$ cat src/rtl/lab_div.sv
// Pipelined restoring divider, BPS quotient bits per stage, with sideband.
module lab_div #(
  parameter int DW  = 60,
  parameter int VW  = 16,
  parameter int QW  = 32,
  parameter int BPS = 4,
  parameter int SW  = 1
) (
  input  logic          clk,
  input  logic          rst,
  input  logic          en,
  input  logic          in_valid,
  input  logic [DW-1:0] dividend,
  input  logic [VW-1:0] divisor,
  input  logic [SW-1:0] side,
  output logic          out_valid,
  output logic [QW-1:0] quot,
  output logic          ovf,       // quotient did not fit in QW bits
  output logic [SW-1:0] out_side
);

  localparam int NS = (DW + BPS - 1) / BPS;
  localparam int PW = NS * BPS;

  logic          v   [NS];
  logic [VW-1:0] rm  [NS];
  logic [PW-1:0] dd  [NS];
  logic [VW-1:0] dv  [NS];
  logic [QW-1:0] q   [NS];
  logic          of  [NS];
  logic [SW-1:0] sb  [NS];

  for (genvar s = 0; s < NS; s++) begin : g_stage
    logic          pv;
    logic [VW-1:0] prm;
    logic [PW-1:0] pdd;
    logic [VW-1:0] pdv;
    logic [QW-1:0] pq;
    logic          pof;
    logic [SW-1:0] psb;
    logic [VW-1:0] nrm;
    logic [PW-1:0] ndd;
    logic [QW-1:0] nq;
    logic          nof;

    if (s == 0) begin : g_first
      assign pv  = in_valid;
      assign prm = '0;
      assign pdd = PW'(dividend);
      assign pdv = divisor;
      assign pq  = '0;
      assign pof = 1'b0;
      assign psb = side;
    end else begin : g_next
      assign pv  = v[s-1];
      assign prm = rm[s-1];
      assign pdd = dd[s-1];
      assign pdv = dv[s-1];
      assign pq  = q[s-1];
      assign pof = of[s-1];
      assign psb = sb[s-1];
    end

    always_comb begin
      logic [VW:0] t;
      nrm = prm;
      ndd = pdd;
      nq  = pq;
      nof = pof;
      for (int k = 0; k < BPS; k++) begin
        t   = {nrm, ndd[PW-1]};
        ndd = ndd << 1;
        nof = nof | nq[QW-1];
        if (t >= {1'b0, pdv}) begin
          nrm = VW'(t - {1'b0, pdv});
          nq  = {nq[QW-2:0], 1'b1};
        end else begin
          nrm = t[VW-1:0];
          nq  = {nq[QW-2:0], 1'b0};
        end
      end
    end

    always_ff @(posedge clk) begin
      if (rst) begin
        v[s] <= 1'b0;
      end else if (en) begin
        v[s] <= pv;
      end
    end

    always_ff @(posedge clk) begin
      if (en) begin
        rm[s] <= nrm;
        dd[s] <= ndd;
        dv[s] <= pdv;
        q[s]  <= nq;
        of[s] <= nof;
        sb[s] <= psb;
      end
    end
  end

  assign out_valid = v[NS-1];
  assign quot      = q[NS-1];
  assign ovf       = of[NS-1];
  assign out_side  = sb[NS-1];

endmodule

$ cat config.mk
export PLATFORM = sky130hd
export DESIGN_NAME = lab_div
export DESIGN_NICKNAME = d
export VERILOG_FILES = /design/src/rtl/lab_div.sv
export SDC_FILE = /design/constraint.sdc
export NUM_CORES = 2
export LEC_CHECK = 0
export BUFFER_PORTS_ARGS = -buffer_cell sky130_fd_sc_hd__buf_2
export CORE_ASPECT_RATIO = 1.75
export CORE_MARGIN = 1
export CORE_UTILIZATION = 32
export CTS_BUF_LIST = sky130_fd_sc_hd__clkbuf_4
export DETAILED_ROUTE_END_ITERATION = 7
export HOLD_SLACK_MARGIN = 0.02
export PLACE_DENSITY_LB_ADDON = 0.15
export SYNTH_ARGS = -nofsm -noshare
export SYNTH_HDL_FRONTEND = slang
export SYNTH_SLANG_ARGS = --single-unit
$ cat constraint.sdc
create_clock -name clk -period 18.2 [get_ports clk]
set_input_delay 0.91 -clock clk [delete_from_list [all_inputs] [get_ports clk]]
set_output_delay 0.91 -clock clk [all_outputs]
set_load 0.005 [all_outputs]
==> out/results.ini <==
[sta]
worst_pin_slew_ns = 1.11
fmax_mhz = 73.8
period_share = 0.745
worst_slack_ns = 4.65
max_slew_margin = 0.259
tns_ns = 0
post-route-min-period_ns = 13.55
finalHoldViolations = 0
slew_viol_final = 0
setup_viol = 0
clock_skew_ns = 0.190
rsz0062_at_grt = no

[cells_and_area]
regArea_um2 = 38200
final_cell_mix = 1,273 x edfxtp_1, 946 x ha_1, 659 x a21oi_1
syn_to_final_growth_pct = 11.3
drive_gt1_frac = 0.132
design_area_um2 = 101000
layout.nets = 10080
final_common_cell = edfxtp_1
fin_cells = 13023
fillers = 28246
multiInputGateArea_um2 = 49500

[yosys]
async_flop_share = 0
ys_seq_area_frac = 0.422
synthCells = 8549
synth_area_um2 = 90600
yosys_warnings = 0
synth-edff-count = 1273
synthFlopType = edfxtp_1
yosys.cell_types.count = 93
syn-num-nets = 9634
ys_ff_latch = 1273
synth_area_per_cell_um2 = 10.6

[worst_setup_path]
crit_type = flop to flop
worst-path-buf-inv = 5
cp.required_ns = 19.16
worstSetupStartpointType = flop
cp.arrival_ns = 14.51
r2r_cells = 46
crit_family = compound AO/OA/AOI/OAI gates
slowest_stage = o311a_1
cp_max_fo = 27
cp_slowest_stage_delay_ns = 0.85
setup.worst_path.end_class = flop
crit_cells = 46

[floorplan]
rows = 258
core-area_um2 = 282000
io_pins = 116
dieHeight_um = 706
dieArea_um2 = 285000
dieWidth_um = 404
initial_core_util = 0.321

[clock_network]
ctsResizeCount = 0
clkTransAtPathRegs_ns = 0.07
hold_buffers = 76
post_cts_buffers = 0
cts_root_buf = clkbuf_4
tritoncts = yes
clkSinkCount = 1273
clk_latency_ns = 1.36
htreeDepth = 5
cts_inserted_buffers = 339
cts_buffer_depth = 4

[route]
wl_um = 274000
avgViaCountPerCell = 5.22
first_iter_violations = 3239
drt-wirelength-per-cell_um = 21.0
drc = 0
num_vias = 67992
first_pass_iters = 6
antenna_left = 0

[place]
placed_cell_area_um2 = 95800
place_hpwl_um = 215000
preCtsSetupSlack_ns = 4.51
dp_cells = 12348
gp_congestion = 0.919
port_buffers = 115

[worst_hold_path]
min_path_type = primary input to flop
holdPathStages = 3

[grt]
grt.total_usage = 0.188
antenna_found_initial = 19
met3_usage = 0.0257
gr-usage-met1 = 0.176
grt_start_max_net_pins = 157
grt_pass1_wl_um = 411000
gr-usage-met2 = 0.370
top_usage_layer = met2
grt-ovfl-total = 0
grt_pass1_vias = 70781

[outcome]
status = completed

[job]
drv_cap = 0

[worst register-to-register path, delay by kind of cell (launching register included)]
| family | cells | cell delay (ns) |
|---|---|---|
| AO/OA/AOI/OAI | 22 | 6.87 |
| flip-flops | 1 | 0.55 |
| AND/OR/NAND/NOR | 13 | 2.57 |
| multiplexers | 2 | 0.82 |
| adder cells (fa/ha/maj) | 4 | 1.29 |
| buffers and inverters | 5 | 1.11 |
[cell families after synthesis]
family | count (synthesis) | share of synthesized area
mux | 533 | 0.0653
compound gates | 2316 | 0.165
buf+inv | 748 | 0.0317
flops | 1273 | 0.422
fa+ha+maj | 1004 | 0.144
simple gates | 2014 | 0.109
xor+xnor | 661 | 0.0639
[path summary, 6_finish.rpt]
| path | startpoint | end | slack, ns |
|---|---|---|---|
| worst max-delay path | dv[0][49]$_DFFE_PP_ | rm[0][76]$_DFFE_PP_ | 4.65 |
| worst min-delay path | rst | v[1][1]$_DFFE_PP_ | 0.22 |
| worst max register to register | dv[0][49]$_DFFE_PP_ | rm[0][76]$_DFFE_PP_ | 4.65 |
| worst min register to register | q[1][15]$_DFFE_PP_ | q[1][51]$_DFFE_PP_ | 0.36 |
[layer usage]
metal  up-vias  wire length (µm)
met5         -                80
met1     32591             94600
met2      1458            150000
li1      33218                 -
met3       711              8740
met4        14             20300
[synthesized netlist by cell type (81+ instances only)]
master | number | area (µm²)
xnor2_1 | 448 | 3920
nor3_1 | 175 | 876
o21ai_0 | 498 | 2490
o21bai_1 | 81 | 608
o21a_1 | 163 | 1220
nand3_1 | 114 | 571
nor2b_1 | 138 | 863
nand2b_1 | 81 | 507
nor2_1 | 541 | 2030
clkbuf_1 | 92 | 345
edfxtp_1 | 1273 | 38200
a21o_1 | 259 | 1940
inv_1 | 609 | 2290
xor2_1 | 213 | 1870
nand2_1 | 490 | 1840
mux2_2 | 429 | 4830
nand4_1 | 147 | 920
mux2i_1 | 92 | 921
a21oi_1 | 663 | 3320
ha_1 | 946 | 11800
[flip-flops by register name, indices dropped and copies added, names as in the netlist]
name,count
dd,420
dv,224
of,7
q,368
rm,224
sb,15
v,15
[through the flow]
stage	utilization	hold slack [ns]
final	0.358	0.224
after global routing	0.358	0.101
after CTS	0.358	0.0477
after detailed placement	0.340	0.405
after global placement	0.340	0.400
after floorplan	-	0.400
[area by class of cell]
type                    count  area share
multi-input cells        6528       0.491
flip-flops and latches   1273       0.379
well taps                3770      0.0468
clock buffers             440      0.0328
inverters                 616      0.0229
repair buffers            237      0.0173
clock inverters           149     0.00953
diodes                     10    0.000248
Power is not shown: default switching activity piles up to over one toggle a cycle in this logic, so the estimate is an artifact.
