==> src/rtl/lab_pkg.sv <==
// Shared constants, register map and CORDIC table for the line array gain block.
package lab_pkg;

  localparam int MAX_ELEMENTS_DEF  = 1024;
  localparam int CORDIC_STAGES_DEF = 16;

  localparam int DIR_W    = 16;  // direction cosine, Q1.15
  localparam int FREQ_W   = 20;
  localparam int COUNT_W  = 11;
  localparam int SPACE_W  = 24;
  localparam int SPEED_W  = 16;
  localparam int GAIN_W   = 16;
  localparam int PHASE_W  = 32;  // Q0.32 turns
  localparam int SIN_W    = 31;  // |sin| in Q1.30, always below 2^31
  localparam int CORD_W   = 34;  // CORDIC datapath width
  localparam int MAG_W    = 16;  // |arrival - steer|
  localparam int NUM_W    = SPACE_W + FREQ_W + MAG_W;

  localparam int APB_AW   = 4;
  localparam int APB_DW   = 32;

  localparam logic [CORD_W-1:0] CORDIC_K   = CORD_W'(652032874);
  localparam logic [SIN_W-1:0]  LOBE_FLOOR = SIN_W'(32768);
  localparam logic [GAIN_W-1:0] GAIN_MAX   = '1;

  typedef enum logic [1:0] {
    REG_LINE_AXIS = 2'd0,
    REG_ELEM_CNT  = 2'd1,
    REG_SPACING   = 2'd2,
    REG_SPEED     = 2'd3
  } reg_idx_t;

  // arctangent of 2^-i in Q0.32 turns
  localparam logic [31:0] ATAN_TURNS [32] = '{
    32'd536870912, 32'd316933406, 32'd167458907, 32'd85004756, 32'd42667331,
    32'd21354465, 32'd10679838, 32'd5340245, 32'd2670163, 32'd1335087,
    32'd667544, 32'd333772, 32'd166886, 32'd83443, 32'd41722, 32'd20861,
    32'd10430, 32'd5215, 32'd2608, 32'd1304, 32'd652, 32'd326, 32'd163,
    32'd81, 32'd41, 32'd20, 32'd10, 32'd5, 32'd3, 32'd1, 32'd1, 32'd0
  };

endpackage

==> src/rtl/lab_cordic.sv <==
// Pipelined CORDIC rotator giving |sin| of a phase in turns, one stage per iteration.
module lab_cordic #(
  parameter int STAGES = 16
) (
  input  logic                     clk,
  input  logic                     rst,
  input  logic                     en,
  input  logic                     in_valid,
  input  logic [lab_pkg::PHASE_W-1:0] phase,
  output logic                     out_valid,
  output logic [lab_pkg::SIN_W-1:0]   mag
);
  import lab_pkg::*;

  logic                     v [STAGES];
  logic signed [CORD_W-1:0] x [STAGES];
  logic signed [CORD_W-1:0] y [STAGES];
  logic signed [CORD_W-1:0] z [STAGES];

  // fold into [-1/4, 1/4) turn; sign of sine is dropped
  logic [PHASE_W-1:0] fold;
  logic [PHASE_W-1:0] quarter_chk;
  assign quarter_chk = phase + 32'h4000_0000;
  assign fold = quarter_chk[PHASE_W-1] ? phase - 32'h8000_0000 : phase;

  for (genvar i = 0; i < STAGES; i++) begin : g_iter
    logic                     pv;
    logic signed [CORD_W-1:0] px, py, pz, nx, ny, nz, at;

    if (i == 0) begin : g_first
      assign pv = in_valid;
      assign px = signed'(CORDIC_K);
      assign py = '0;
      assign pz = signed'({{(CORD_W-PHASE_W){fold[PHASE_W-1]}}, fold});
    end else begin : g_next
      assign pv = v[i-1];
      assign px = x[i-1];
      assign py = y[i-1];
      assign pz = z[i-1];
    end

    assign at = signed'({{(CORD_W-32){1'b0}}, ATAN_TURNS[i]});

    always_comb begin
      if (!pz[CORD_W-1]) begin
        nx = px - (py >>> i);
        ny = py + (px >>> i);
        nz = pz - at;
      end else begin
        nx = px + (py >>> i);
        ny = py - (px >>> i);
        nz = pz + at;
      end
    end

    always_ff @(posedge clk) begin
      if (rst) begin
        v[i] <= 1'b0;
      end else if (en) begin
        v[i] <= pv;
      end
    end

    always_ff @(posedge clk) begin
      if (en) begin
        x[i] <= nx;
        y[i] <= ny;
        z[i] <= nz;
      end
    end
  end

  logic signed [CORD_W-1:0] y_abs;
  assign y_abs     = y[STAGES-1][CORD_W-1] ? -y[STAGES-1] : y[STAGES-1];
  assign out_valid = v[STAGES-1];
  assign mag       = y_abs[SIN_W-1:0];

endmodule

==> config.mk <==
export PLATFORM = sky130hd
export DESIGN_NAME = lab_cordic
export DESIGN_NICKNAME = d
export VERILOG_FILES = /design/src/rtl/lab_pkg.sv /design/src/rtl/lab_cordic.sv
export SDC_FILE = /design/constraint.sdc
export NUM_CORES = 2
export LEC_CHECK = 0
export BUFFER_PORTS_ARGS = -buffer_cell sky130_fd_sc_hd__buf_2
export CORE_MARGIN = 10
export CORE_UTILIZATION = 26
export DETAILED_ROUTE_END_ITERATION = 8
export REMOVE_ABC_BUFFERS = 1
export SLEW_MARGIN = 20
export SYNTH_ARGS = -nofsm -noshare
export SYNTH_HDL_FRONTEND = slang
export SYNTH_SLANG_ARGS = --single-unit
==> constraint.sdc <==
create_clock -name clk -period 6.4 [get_ports clk]
set_clock_uncertainty 0.1 [all_clocks]
set_input_delay 1.28 -clock clk [delete_from_list [all_inputs] [get_ports clk]]
set_output_delay 1.28 -clock clk [all_outputs]
set_load 0.01 [all_outputs]
==> out/results.ini <==
[run_status]
outcome = complete, no violations

[worst_setup_path]
start_kind = register
worst-path-max-fanout = 5
critPathCapture = x[0][135]
reg2reg_from = y[0][73]
r2r_setup_slack_ns = 0.78
cp.required_ns = 6.90
critical_path.max_stage_delay_ns = 0.59
crit_start = y[0][73]
r2r_cells = 17
path_class = register to register
crit_chain = nor3_1 > nor4b_1 > and2_1 > nand2_1 > o41ai_1 > xnor2_1 > ha_1 > a21oi_1 > inv_1 > a2111oi_0 > o31ai_1 > a41oi_1 > o21ai_1 > and2_1 > a311o_1 > a21oi_1 > xnor2_1
cp.arrival_ns = 6.11
slowest_stage = nor4b_1
r2r_end = x[0][135]
worstSetupEndpointType = register

[route]
via_per_inst = 4.70
drt_wl_total_mm = 268
dr.pass1.iters = 7
drc_errors = 0
ant_nets = 0
wl_per_cell_um = 14.4
dr_total_vias = 87400
drt_first_iter_violations = 4042

[clocking]
post_cts_buffers = 0
htree_num_levels = 4
cts_root_buffer = clkbuf_16
cts_resized = 0
insertion_delay_ns = 0.92
cts.clk_slew.worst_paths_ns = 0.06
cts_buffer_depth = 4
cts.sinks = 1434
cts_made_buffers = 176
cts_tree = yes
cts.hold.buffers_added = 0

[floorplan]
dieHeight_um = 696
dieArea_um2 = 485000
core-area_um2 = 456000
ios = 68
die_w_um = 696
start_util = 0.261
row_count = 248

[sta]
relSlewSlack = 0.327
tns_ns = 0
period_minus_slack_ns = 5.62
fin_crit_sh = 0.877
rsz0062_at_grt = no
worst_slew_pin_slew_ns = 1.00
fmax_ghz = 0.178
maxSlewViolCount = 0
hold_violations = 0
finalSetupViolCount = 0

[logic_synthesis]
synth-edff-count = 1434
async_reset_ff_frac = 0
synth_commonest_cells = edfxtp_1 (1434), a21oi_1 (1370), ha_1 (1360)
synth-main-ff-cell = edfxtp_1
yosys.area.top_type = edfxtp_1
synth.area.top_cells = edfxtp_1 (36%), ha_1 (14%), xnor2_1 (8.7%), a21oi_1 (5.8%), xor2_1 (4.5%)
synth_cells = 12300
yosys_warnings = 0
syn_avg_cell_area_um2 = 9.67
ys_types = 97
syn_area_um2 = 119000
synth_top_area_share = 0.362
yosys_register_bits = 1434
yosys.cell_count.top_type = edfxtp_1
ys_seq_area_frac = 0.362

[global_route]
grt_max_degree = 169
antenna_found_initial = 2
grt_pass1_vias = 85300
overflow = 0
grtUsageTotal = 0.105
grt_first_pass_wirelength_mm = 432

[finish]
n_fill_cell = 47600
drive_above_1_share = 0.0427
ff_latch_area_um2 = 43100
nets = 13900
area_growth_pct = 11.5
multi_input_area_um2 = 73100

[flow_run]
drv_cap = 0

[hold_path]
hold_class = register to register

[place]
dpl.hpwl_mm = 212
portBuffers = 66
place.gp.congestion = 0.914

## registers in the layout (all words and copies together) (netlist names)
register and cells:
y 509, z 474, v 16, x 435
## critical path, delay by kind of cell, from the launching register on
family / cells / cell delay [ns]
AND/OR/NAND/NOR: 5 / 1.84
flip-flops: 1 / 0.44
adder cells (fa/ha/maj): 1 / 0.31
buffers and inverters: 1 / 0.06
XOR/XNOR: 2 / 0.25
AO/OA/AOI/OAI: 8 / 2.25
## layout make-up
cell class,count,area share
repair buffers,146,0.00826
clock inverters,108,0.00843
flip-flops and latches,1434,0.325
diodes,2,0.0000377
multi-input cells,10100,0.551
clock buffers,205,0.0343
inverters,584,0.0165
well taps,6000,0.0566
## cells in the final DEF, fill, tap and decap left out, drive strengths merged, types with 77 or more instances in the layout
cell	n
edfxtp	1434
a21oi	1373
ha	1360
xnor2	1185
nor2	1037
a21o	686
xor2	607
o21ai	595
inv	590
nand2	588
nor3	309
nand3	213
clkbuf	205
o21a	198
nand2b	198
nor2b	180
o21bai	147
buf	146
a31oi	142
a211oi	104
and3	101
nand4	85
clkinv	77
## routing by layer
metal / wire, µm / track usage / part of all wire
met5: 0 / 0 / 0
met3: 7470 / 0.0126 / 0.028
met4: 12400 / 0.0440 / 0.046
met2: 134000 / 0.197 / 0.50
met1: 114000 / 0.121 / 0.43
## per-stage QoR
step	util	instance area (µm²)	hold WS [ns]	setup WS (ns)	std cells
after detailed placement	0.278	127000	0.305	0.843	18300
after CTS	0.291	133000	0.295	0.815	18600
after global routing	0.291	133000	0.328	0.338	18600
after global placement	0.278	127000	0.307	0.935	18300
after floorplan	-	118000	0.300	0.628	12100
final	0.291	133000	0.319	0.784	18600
## worst min-delay path by stage
stage / slack [ns] / endpoint / cells after the start / startpoint
floorplan: 0.30 / z[0][102] / 0 / z[0][68]
global placement: 0.31 / z[0][102] / 0 / z[0][68]
detailed placement: 0.30 / z[0][102] / 0 / z[0][68]
CTS: 0.30 / z[0][16] / 1 / phase[16]
global route: 0.33 / z[0][102] / 0 / z[0][68]
finish: 0.32 / z[1][70] / 0 / z[1][36]
## logic make-up after synthesis
| family | count (synthesis) | synth area share |
|---|---|---|
| adders and majority gates | 1402 | 0.150 |
| DFF | 1434 | 0.362 |
| buffers and inverters | 747 | 0.0236 |
| xor gates and xnor gates | 1793 | 0.132 |
| and+or+nand+nor | 3077 | 0.124 |
| AOI/OAI and AO/OA | 3752 | 0.199 |
| muxes | 98 | 0.00874 |
Power is not shown: default switching activity piles up to over one toggle a cycle in this logic, so the estimate is an artifact.
